`src/hdl/tdpt_pkg.sv`:
```
// ----------------------------------------------------------------------------
// tdpt_pkg
// Shared types, step addresses and the microcode program of the
// trial-division prime test sequencer.
// ----------------------------------------------------------------------------
package tdpt_pkg;

    // jump conditions tested by a microword
    typedef enum logic [3:0] {
        C_NO_IN_XFER = 4'd0,  // no input transfer this cycle
        C_LT2        = 4'd1,  // number below two
        C_LT4        = 4'd2,  // number below four
        C_EVEN       = 4'd3,  // number even
        C_SQ_GT      = 4'd4,  // divisor squared above number
        C_DIV_MORE   = 4'd5,  // remainder bits still to go
        C_REM_ZERO   = 4'd6,  // remainder is zero
        C_ALWAYS     = 4'd7,  // unconditional jump
        C_OUT_BUSY   = 4'd8   // output register still occupied
    } t_cond;

    typedef logic [3:0] t_upc;

    // one control word: jump to target when cond holds, else next step
    typedef struct packed {
        t_cond cond;
        t_upc  target;
        logic  ready;     // accept an input item
        logic  div_init;  // start a remainder pass
        logic  div_step;  // one restoring remainder step
        logic  advance;   // next odd divisor and its square
        logic  set_res;   // write result to output register
        logic  res_val;   // result value to write
    } t_uword;

    localparam int UROM_DEPTH = 16;

    // step addresses
    localparam t_upc S_IDLE     = 4'd0;
    localparam t_upc S_LT2      = 4'd1;
    localparam t_upc S_LT4      = 4'd2;
    localparam t_upc S_EVEN     = 4'd3;
    localparam t_upc S_TEST     = 4'd4;
    localparam t_upc S_DIV      = 4'd5;
    localparam t_upc S_REM      = 4'd6;
    localparam t_upc S_NEXT     = 4'd7;
    localparam t_upc S_RES0     = 4'd8;
    localparam t_upc S_RES0_END = 4'd9;
    localparam t_upc S_RES1     = 4'd10;
    localparam t_upc S_RES1_END = 4'd11;

    // unused addresses fall back to idle
    localparam t_uword W_SPARE = '{C_ALWAYS, S_IDLE, 1'b0, 1'b0, 1'b0, 1'b0, 1'b0, 1'b0};

    // the program
    localparam t_uword C_UROM [0:UROM_DEPTH-1] = '{
        //  cond          target  rdy   init  step  adv   set   val
        '{C_NO_IN_XFER, S_IDLE, 1'b1, 1'b0, 1'b0, 1'b0, 1'b0, 1'b0}, // idle
        '{C_LT2,        S_RES0, 1'b0, 1'b0, 1'b0, 1'b0, 1'b0, 1'b0}, // zero, one
        '{C_LT4,        S_RES1, 1'b0, 1'b0, 1'b0, 1'b0, 1'b0, 1'b0}, // two, three
        '{C_EVEN,       S_RES0, 1'b0, 1'b0, 1'b0, 1'b0, 1'b0, 1'b0}, // even
        '{C_SQ_GT,      S_RES1, 1'b0, 1'b1, 1'b0, 1'b0, 1'b0, 1'b0}, // bound test
        '{C_DIV_MORE,   S_DIV,  1'b0, 1'b0, 1'b1, 1'b0, 1'b0, 1'b0}, // remainder
        '{C_REM_ZERO,   S_RES0, 1'b0, 1'b0, 1'b0, 1'b0, 1'b0, 1'b0}, // divides
        '{C_ALWAYS,     S_TEST, 1'b0, 1'b0, 1'b0, 1'b1, 1'b0, 1'b0}, // next divisor
        '{C_OUT_BUSY,   S_RES0, 1'b0, 1'b0, 1'b0, 1'b0, 1'b1, 1'b0}, // not prime
        '{C_ALWAYS,     S_IDLE, 1'b0, 1'b0, 1'b0, 1'b0, 1'b0, 1'b0},
        '{C_OUT_BUSY,   S_RES1, 1'b0, 1'b0, 1'b0, 1'b0, 1'b1, 1'b1}, // prime
        '{C_ALWAYS,     S_IDLE, 1'b0, 1'b0, 1'b0, 1'b0, 1'b0, 1'b0},
        W_SPARE,
        W_SPARE,
        W_SPARE,
        W_SPARE
    };

endpackage

```
`src/hdl/trial_division_prime_test_top.sv`:
```
// ----------------------------------------------------------------------------
// trial_division_prime_test_top
// Reports whether an unsigned integer is prime, by trial division under a
// microcoded sequencer.
// ----------------------------------------------------------------------------
// One number in, one is_prime flag out. Items are handled one at a time; the
// next number is taken as soon as the sequencer is back in idle, even while
// the previous flag still waits in the output register. Zero and one are
// settled by the first check, two, three and even numbers by the checks that
// follow; otherwise each odd divisor d = 3, 5, 7, ... with d*d <= n gets a
// full pass of the bit-serial restoring remainder unit (one quotient bit per
// cycle). A prime near 2**31 at the default width tries about 23170
// divisors. The divisor square is kept by running addition, so no
// multiplier is used.
module trial_division_prime_test_top
    import tdpt_pkg::*;
#(
    parameter int NUM_WIDTH = 31
) (
    input  logic                         i_clk,
    input  logic                         i_rst_n,
    // slave side
    input  logic                         i_s_axis_tvalid,
    output logic                         o_s_axis_tready,
    input  logic [((NUM_WIDTH+7)/8)*8-1:0] i_s_axis_tdata,  // [NUM_WIDTH-1:0] number
    // master side
    output logic                         o_m_axis_tvalid,
    input  logic                         i_m_axis_tready,
    output logic [7:0]                   o_m_axis_tdata     // [0] is_prime
);

    localparam int SQ_W  = NUM_WIDTH + 1;
    localparam int CNT_W = $clog2(NUM_WIDTH);

    t_upc                 r_pc, n_pc;
    t_uword               uword;
    logic                 cond_true;
    logic                 in_xfer;

    logic [NUM_WIDTH-1:0] r_n;
    logic [NUM_WIDTH-1:0] r_d;
    logic [SQ_W-1:0]      r_sq;
    logic [NUM_WIDTH-1:0] r_rem;
    logic [CNT_W-1:0]     r_cnt;
    logic                 r_out_valid;
    logic                 r_out_bit;

    logic [SQ_W-1:0]      trial;
    logic [SQ_W-1:0]      diff;
    logic [NUM_WIDTH-1:0] n_rem;

    // microword fetch, no transfer taken while in reset
    assign uword           = C_UROM[r_pc];
    assign o_s_axis_tready = uword.ready & i_rst_n;
    assign in_xfer         = i_s_axis_tvalid & o_s_axis_tready;

    // condition select
    always_comb begin
        case (uword.cond)
            C_NO_IN_XFER: cond_true = !in_xfer;
            C_LT2:        cond_true = (r_n < NUM_WIDTH'(2));
            C_LT4:        cond_true = (r_n < NUM_WIDTH'(4));
            C_EVEN:       cond_true = !r_n[0];
            C_SQ_GT:      cond_true = (r_sq > {1'b0, r_n});
            C_DIV_MORE:   cond_true = (r_cnt != '0);
            C_REM_ZERO:   cond_true = (r_rem == '0);
            C_ALWAYS:     cond_true = 1'b1;
            C_OUT_BUSY:   cond_true = r_out_valid;
            default:      cond_true = 1'b1;
        endcase
    end

    // step counter: jump or fall through
    always_comb begin
        if (cond_true) begin
            n_pc = uword.target;
        end else begin
            n_pc = r_pc + t_upc'(1);
        end
    end

    always_ff @(posedge i_clk) begin
        if (!i_rst_n) begin
            r_pc <= S_IDLE;
        end else begin
            r_pc <= n_pc;
        end
    end

    // restoring remainder step: shift in one bit of n, subtract if it fits
    assign trial = {r_rem, r_n[r_cnt]};
    assign diff  = trial - {1'b0, r_d};
    always_comb begin
        if (trial >= {1'b0, r_d}) begin
            n_rem = diff[NUM_WIDTH-1:0];
        end else begin
            n_rem = trial[NUM_WIDTH-1:0];
        end
    end

    // datapath registers
    always_ff @(posedge i_clk) begin
        if (in_xfer) begin
            r_n  <= i_s_axis_tdata[NUM_WIDTH-1:0];
            r_d  <= NUM_WIDTH'(3);
            r_sq <= SQ_W'(9);
        end
        if (uword.div_init) begin
            r_rem <= '0;
            r_cnt <= CNT_W'(NUM_WIDTH - 1);
        end
        if (uword.div_step) begin
            r_rem <= n_rem;
            r_cnt <= r_cnt - CNT_W'(1);
        end
        // (d+2)^2 = d^2 + 4d + 4
        if (uword.advance) begin
            r_d  <= r_d + NUM_WIDTH'(2);
            r_sq <= r_sq + SQ_W'({r_d, 2'b00}) + SQ_W'(4);
        end
    end

    // output register
    always_ff @(posedge i_clk) begin
        if (!i_rst_n) begin
            r_out_valid <= 1'b0;
        end else if (uword.set_res && !r_out_valid) begin
            r_out_valid <= 1'b1;
        end else if (i_m_axis_tready) begin
            r_out_valid <= 1'b0;
        end
    end

    always_ff @(posedge i_clk) begin
        if (uword.set_res && !r_out_valid) begin
            r_out_bit <= uword.res_val;
        end
    end

    assign o_m_axis_tvalid = r_out_valid;
    assign o_m_axis_tdata  = {7'b0, r_out_bit};

    // a transfer in always starts the small-value checks
    a_xfer_to_checks : assert property (@(posedge i_clk) disable iff (!i_rst_n)
        in_xfer |=> (r_pc == S_LT2))
        else $error("sequencer did not leave idle after input transfer");

    // only odd divisors reach the bound test
    a_odd_divisor : assert property (@(posedge i_clk) disable iff (!i_rst_n)
        (r_pc == S_TEST) |-> r_d[0])
        else $error("even divisor at bound test");

    // running square tracks the divisor
    a_square : assert property (@(posedge i_clk) disable iff (!i_rst_n)
        (r_pc == S_TEST) |-> (r_sq == SQ_W'(SQ_W'(r_d) * SQ_W'(r_d))))
        else $error("divisor square out of step");

    // partial remainder stays below the divisor
    a_rem_bound : assert property (@(posedge i_clk) disable iff (!i_rst_n)
        (r_pc == S_DIV) |-> (r_rem < r_d))
        else $error("partial remainder not below divisor");

    // a pending result is held until taken; results go only into an empty register
    a_no_overwrite : assert property (@(posedge i_clk) disable iff (!i_rst_n)
        (r_out_valid && !i_m_axis_tready) |=> r_out_valid)
        else $error("pending result dropped");

endmodule
```
`config.mk`:
```
export PLATFORM = sky130hd
export DESIGN_NAME = trial_division_prime_test_top
export DESIGN_NICKNAME = d
export VERILOG_FILES = /design/src/hdl/tdpt_pkg.sv /design/src/hdl/trial_division_prime_test_top.sv
export SDC_FILE = /design/constraint.sdc
export NUM_CORES = 1
export LEC_CHECK = 0
export ABC_AREA = 1
export BUFFER_PORTS_ARGS = -buffer_cell sky130_fd_sc_hd__buf_2
export CORE_MARGIN = 4
export CORE_UTILIZATION = 60
export DETAILED_ROUTE_END_ITERATION = 12
export HOLD_SLACK_MARGIN = 0.08
export PLACE_DENSITY = 0.82
export SLEW_MARGIN = 20
export SYNTH_ARGS = -nofsm -noshare
export SYNTH_HDL_FRONTEND = slang
export SYNTH_SLANG_ARGS = --single-unit
```
`constraint.sdc`:
```
create_clock -name i_clk -period 9.14 [get_ports i_clk]
set_input_delay 0.457 -clock i_clk [delete_from_list [all_inputs] [get_ports i_clk]]
set_output_delay 0.457 -clock i_clk [all_outputs]
set_load 0.1 [all_outputs]
```
==> qor.yml, run 1 <==
outcome:
  outcome: "finished, final reports clean"
global_routing:
  grt_max_degree: 60
  grt.total_usage: 0.283
  grt_pass1_wl_um: 45200
  grt_pass1_vias: 9202
  antenna_found_initial: 0
  grt_overflow: 0
timing:
  setup_tns_ns: 0
  worst_clock_skew_ns: 0.00914
  fin_crit_ns: 4.32
  hold_viol: 0
  worst_pin_slew_ns: 0.976
  fmax_mhz: 231
  max_slew_margin: 0.347
  drv_slew: 0
  finalCritPeriodShare: 0.473
  setup_viol: 0
  fin_ws_ns: 4.82
  grt_setup_unrepaired: "false"
placement:
  portBuffers: 37
  post-place-ws_ns: 4.93
  place.gp.congestion: 0.964
  postPlaceCellArea_mm2: 0.0110
  post-dp-hpwl_um: 21000
synthesis:
  yosysSeqAreaShare: 0.367
  synthArstFlopShare: 0
  ys_top_cells_by_area: "edfxtp_1 36%, ha_1 14%, nand2_1 8.7%"
  synth_ff_type: "edfxtp_1"
  yosysWarningCount: 0
  syn_inst: 1338
  ys_seq_elements: 132
  synth_area_per_cell_um2: 7.97
  ys_types: 52
  synth_area_mm2: 0.0107
  synth_area_leader_cell: "edfxtp_1"
  netlist.area_leader.share: 0.358
  synth_edf_count: 127
clock_network:
  cts_buffers: 17
  post_cts_buffers: 0
  post_cts_resized: 0
  htree_levels: 4
  cts-root-buf: "clkbuf_16"
  clkSlewWorstSetupHoldPaths_ns: 0.06
  tritoncts: "yes"
  clk_path_buf_depth: 2
  holdBufCountCts: 0
  clkLatencyLatePin_ns: 0.43
  cts.sinks: 132
layout:
  final_cell_mix: "246 x nand2_1, 180 x inv_1, 136 x nor2_1, 136 x a21oi_1, 127 x edfxtp_1"
  layout-drive-gt1-share: 0.0842
  final_common_cell: "nand2_1"
  nets: 1537
  syn_to_final_growth_pct: 9.13
  fill_cells: 1400
  final_area_mm2: 0.0116
  diodes: 0
route:
  wl_per_cell_um: 17.3
  dr.pass1.iters: 6
  drc: 0
  vias_per_cell: 5.96
  wl_um: 28000
  drt_iter0_drc: 841
  num_vias: 9618
  postRouteAntennaNets: 0
power_and_ir_drop:
  power_mw: 2.35
  power_density_mw_per_mm2: 202
  intPower_mw: 1.46
  p_comb_frac: 0.335
  swShare: 0.381
  switching_power_uw: 896
  p_seq_frac: 0.349
  clock_power_share: 0.316
  leakage_nw: 5.35
  max-vdd-ir-drop_mv: 0.213
floorplan:
  io_pins: 46
  fp.coreArea_mm2: 0.0174
  die_x_um: 141
  die_y_um: 141
  start_util: 0.614
  dieArea_mm2: 0.0200
  num_rows: 48
critical_path:
  arrival_ns: 4.51
  critical_path_class: "flop to flop"
  end_kind: "flop"
  crit_path_start_kind: "flop"
  cp_max_fo: 55
  crit_required_ns: 9.32
job:
  max-cap-violations: 0
min_path:
  min_path_type: "input pin to flop"
## metal layers
layer | share of wire | track usage | wire (µm)
met5 | 0 | 0 | 0
met2 | 0.47 | 0.471 | 13200
met3 | 0.074 | 0.0644 | 2080
met4 | 0.047 | 0.135 | 1330
met1 | 0.41 | 0.350 | 11400
## synth_stat cells (3+ instances only)
cell type / number
a211oi_1: 7
a21o_1: 10
a21oi_1: 136
a221oi_1: 3
a31oi_1: 9
and3_1: 4
buf_2: 3
buf_4: 13
buf_6: 3
clkbuf_1: 8
dfxtp_1: 5
edfxtp_1: 127
ha_1: 122
inv_1: 181
nand2_1: 247
nand2_2: 10
nand3_1: 65
nand3_2: 6
nand3b_1: 4
nand4_1: 16
nor2_1: 136
nor2_2: 4
nor2_4: 3
nor3_1: 29
nor3_2: 6
nor3b_1: 4
nor4_1: 9
o211ai_1: 6
o21a_1: 5
o21ai_0: 93
o21ai_1: 12
o21bai_1: 7
or2_2: 3
xnor2_1: 10
xor2_1: 11
## through the flow
step / hold slack (ns) / utilization / instances
floorplan: 0.553 / - / 1344
global route: 0.185 / 0.670 / 1615
CTS: 0.191 / 0.670 / 1615
detailed placement: 0.590 / 0.634 / 1583
global placement: 0.575 / 0.634 / 1583
finish: 0.198 / 0.670 / 1615
## sequential cells by signal (all words and copies together), names as in the netlist
| register | flops |
|---|---|
| r_rem | 31 |
| r_pc | 4 |
| o_m_axis_tvalid | 1 |
| r_sq | 29 |
| r_n | 31 |
| r_d | 30 |
| r_cnt | 5 |
| r_out_bit | 1 |
## cell type report
| class | count | area [µm²] | share of cell area |
|---|---|---|---|
| well taps | 225 | 282 | 0.0242 |
| clock inverters | 14 | 199 | 0.0171 |
| multi-input cells | 1001 | 5900 | 0.507 |
| clock buffers | 18 | 429 | 0.0369 |
| repair buffers | 41 | 215 | 0.0185 |
| flip-flops and latches | 132 | 3910 | 0.336 |
| inverters | 184 | 691 | 0.0594 |
## power groups by stage
stage	sequential [mW]	combinational [mW]	clock [mW]
floorplan	0.812	0.591	0
global placement	0.828	0.741	0
detailed placement	0.830	0.768	0
CTS	0.819	0.778	0.748
global route	0.828	0.887	0.780
finish	0.821	0.788	0.743
## cells by family (layout without fill, tap and decap cells)
kind of cell / Yosys count / after routing / share of synthesized area
adders and majority gates: 124 / 124 / 0.147
DFF: 132 / 132 / 0.367
and+or+nand+nor: 550 / 550 / 0.232
other: 1 / 7 / 0.000352
xor gates and xnor gates: 21 / 21 / 0.0173
AOI/OAI and AO/OA: 299 / 299 / 0.155
buffers and inverters: 211 / 257 / 0.0814
## final timing paths
check / slack, ns / startpoint / end / cells after the start
worst max-delay path: 4.82 / r_cnt[0] / r_rem[5] / 21
worst min-delay path: 0.20 / i_s_axis_tdata[13] / r_n[13] / 1
worst max register to register: 4.82 / r_cnt[0] / r_rem[5] / 21
worst min register to register: 0.61 / r_cnt[3] / r_cnt[3] / 2
## worst max-delay path, stage by stage, from the launching register on
cell	delay [ns]
edfxtp_1	0.80
inv_2	0.26
nand2_1	0.12
nand2_1	0.06
nand2_1	0.05
nand2_1	0.05
nor2_1	0.10
nand2_1	0.07
nand3_1	0.08
nand2_2	0.16
fa_1	0.44
nand3_1	0.10
nand2_1	0.10
a21boi_2	0.22
o21a_2	0.22
o21bai_4	0.10
nand2_2	0.09
nand3_4	0.41
inv_2	0.35
a21oi_1	0.09
o21ai_0	0.10
inv_1	0.06
Power figures use the tool's default switching activity.
==> run 2, diff against run 1 <==
==> constraint.sdc (replaced) <==
create_clock -name i_clk -period 4.25 [get_ports i_clk]
set_input_delay 0.2125 -clock i_clk [delete_from_list [all_inputs] [get_ports i_clk]]
set_output_delay 0.2125 -clock i_clk [all_outputs]
set_load 0.1 [all_outputs]
==> run 2 against run 1 <==
Critical path depth did not move. Highest routed layer unchanged. Worst setup slack got worse by 4.5 ns. First-iteration DRC count rose by 7.4%. Routed wire length grew 3.9%. Critical endpoint is now r_rem[29]. Critical path type unchanged.
==> qor.yml, run 2 (same netlist as run 1, synthesis figures left out) <==
outcome:
  outcome: "finished, final reports clean"
critical_path:
  crit_required_ns: 4.46
  crit_path_start_kind: "flop"
  ff2ff_path_depth: 21
  critical_path_class: "flop to flop"
  r2r_end: "r_rem[29]"
  end_kind: "flop"
  arrival_ns: 4.12
  cp_max_fo: 20
  ff2ff_setup_slack_ns: 0.33
  rr_startpoint: "r_cnt[0]"
global_routing:
  top_usage_layer: "met2"
  grt_use_met2: 0.508
  grt_pass1_vias: 9647
  use_met3: 0.0458
  grt_pass1_wl_um: 46300
  antenna_found_initial: 0
  grt_overflow: 0
  grtUsageMet1: 0.353
  grt.total_usage: 0.292
  grt_max_degree: 38
route:
  wl_um: 29100
  num_vias: 9812
  postRouteAntennaNets: 0
  dr.pass1.iters: 5
  drt_iter0_drc: 903
  wl_per_cell_um: 17.6
  vias_per_cell: 5.95
  drc: 0
floorplan:
  die_x_um: 141
  dieArea_mm2: 0.0200
  io_pins: 46
  fp.coreArea_mm2: 0.0174
  num_rows: 48
  start_util: 0.614
  die_y_um: 141
layout:
  final_common_cell: "nand2_1"
  final_cell_mix: "246 x nand2_1, 180 x inv_1, 136 x nor2_1, 136 x a21oi_1, 127 x edfxtp_1"
  final_area_mm2: 0.0119
  top_regs: "r_n x31, r_rem x31, r_d x30"
  post-route-util: 0.688
  diodes: 0
  nets: 1573
  syn_to_final_growth_pct: 12.0
  layout-drive-gt1-share: 0.0849
  fill_cells: 1365
clock_network:
  post_cts_buffers: 0
  clkLatencyLatePin_ns: 0.44
  htree_levels: 4
  cts.sinks: 132
  clk_path_buf_depth: 2
  post_cts_resized: 0
  tritoncts: "yes"
  clkSlewWorstSetupHoldPaths_ns: 0.06
  cts-root-buf: "clkbuf_16"
  cts_buffers: 17
placement:
  postPlaceCellArea_mm2: 0.0110
  portBuffers: 37
  post-dp-hpwl_um: 21300
  place.gp.congestion: 0.949
timing:
  worst_pin_slew_ns: 0.895
  finalCritPeriodShare: 0.922
  max_slew_margin: 0.401
  drv_slew: 0
  fin_crit_ns: 3.92
  fmax_mhz: 255
  grt_setup_unrepaired: "false"
  hold_viol: 0
  setup_viol: 0
  setup_tns_ns: 0
  worst_clock_skew_ns: 0.0103
min_path:
  worstHoldPathCells: 3
  min_path_type: "input pin to flop"
  hold_path_end: "o_m_axis_tvalid"
  hp-start: "i_m_axis_tready"
power_and_ir_drop:
  power_density_mw_per_mm2: 417
  max-vdd-ir-drop_mv: 0.353
  leakage_nw: 5.48
job:
  max-cap-violations: 0
[run 2: changes by cell type in the layout (fill, tap and decap cells not counted), sizes merged]
cell / before / now
bufinv: 4 / 2
clkbuf: 18 / 17
buf: 41 / 44
dlygate4sd3: 0 / 32
clkinvlp: 1 / 3
nand3: 73 / 74
[run 2: cell type report]
class	count	area, µm²	share of cell area
Clock buffer	17	425	0.0356
Clock inverter	14	154	0.0129
Inverter	184	691	0.0579
Multi-Input combinational cell	1002	5910	0.495
Sequential cell	132	3910	0.328
Tap cell	225	282	0.0236
Timing Repair Buffer	76	558	0.0468
[run 2: how the worst max path moves through the flow]
| stage | from | endpoint | slack [ns] | depth (start not counted) |
|---|---|---|---|---|
| after floorplan | r_pc[0] | r_d[10] | 0.89 | 5 |
| after global placement | r_cnt[0] | r_rem[23] | 0.54 | 23 |
| after detailed placement | r_cnt[0] | r_rem[27] | 0.44 | 23 |
| after CTS | r_cnt[0] | r_rem[29] | 0.34 | 21 |
| after global routing | r_cnt[0] | r_rem[29] | 0.09 | 21 |
| final | r_cnt[0] | r_rem[29] | 0.33 | 21 |
[run 2: routing by layer]
metal  routed length [µm]  up-vias
li1                     -     4755
met1                11800     4546
met2                14100      407
met3                 1820      104
met4                 1360        0
met5                    0        -
[run 2: where the power goes]
group	internal (mW)	switching (mW)
logic	0.550	1.18
registers	1.61	0.159
clock network	0.866	0.611
[run 2: worst max-delay path, stage by stage (launching register included)]
cell and delay [ns]:
edfxtp_1 0.42, buf_4 0.25, inv_2 0.15, nand2_1 0.08
nand2_1 0.07, a21oi_1 0.18, nand3_1 0.12, nand3_1 0.12
nand2_2 0.14, fa_1 0.43, nand3_1 0.10, nand2_1 0.10
a21boi_2 0.23, o21a_2 0.22, o21bai_4 0.10, nand2_2 0.13
nand3_4 0.22, buf_4 0.30, nor2_1 0.12, nor2_1 0.06
nand2_1 0.09, inv_1 0.04
[run 2: metrics by stage]
step           instances  hold WS (ns)  worst slack [ns]  power [mW]
4_1_cts             1649         0.109             0.338        4.94
3_3_place_gp        1586         0.389             0.538        3.37
5_1_grt             1650         0.117            0.0851        5.27
2_1_floorplan       1344         0.311             0.887        3.02
3_5_place_dp        1586         0.391             0.440        3.43
6_report            1650         0.111             0.333        4.97
[run 2: what timing repair did]
| item | 4_1_cts | 5_1_grt |
|---|---|---|
| hold buffers | 32 | 0 |
| setup endpoints to repair | 0 | 1 |
| endpoints found under the hold margin | 36 | 0 |
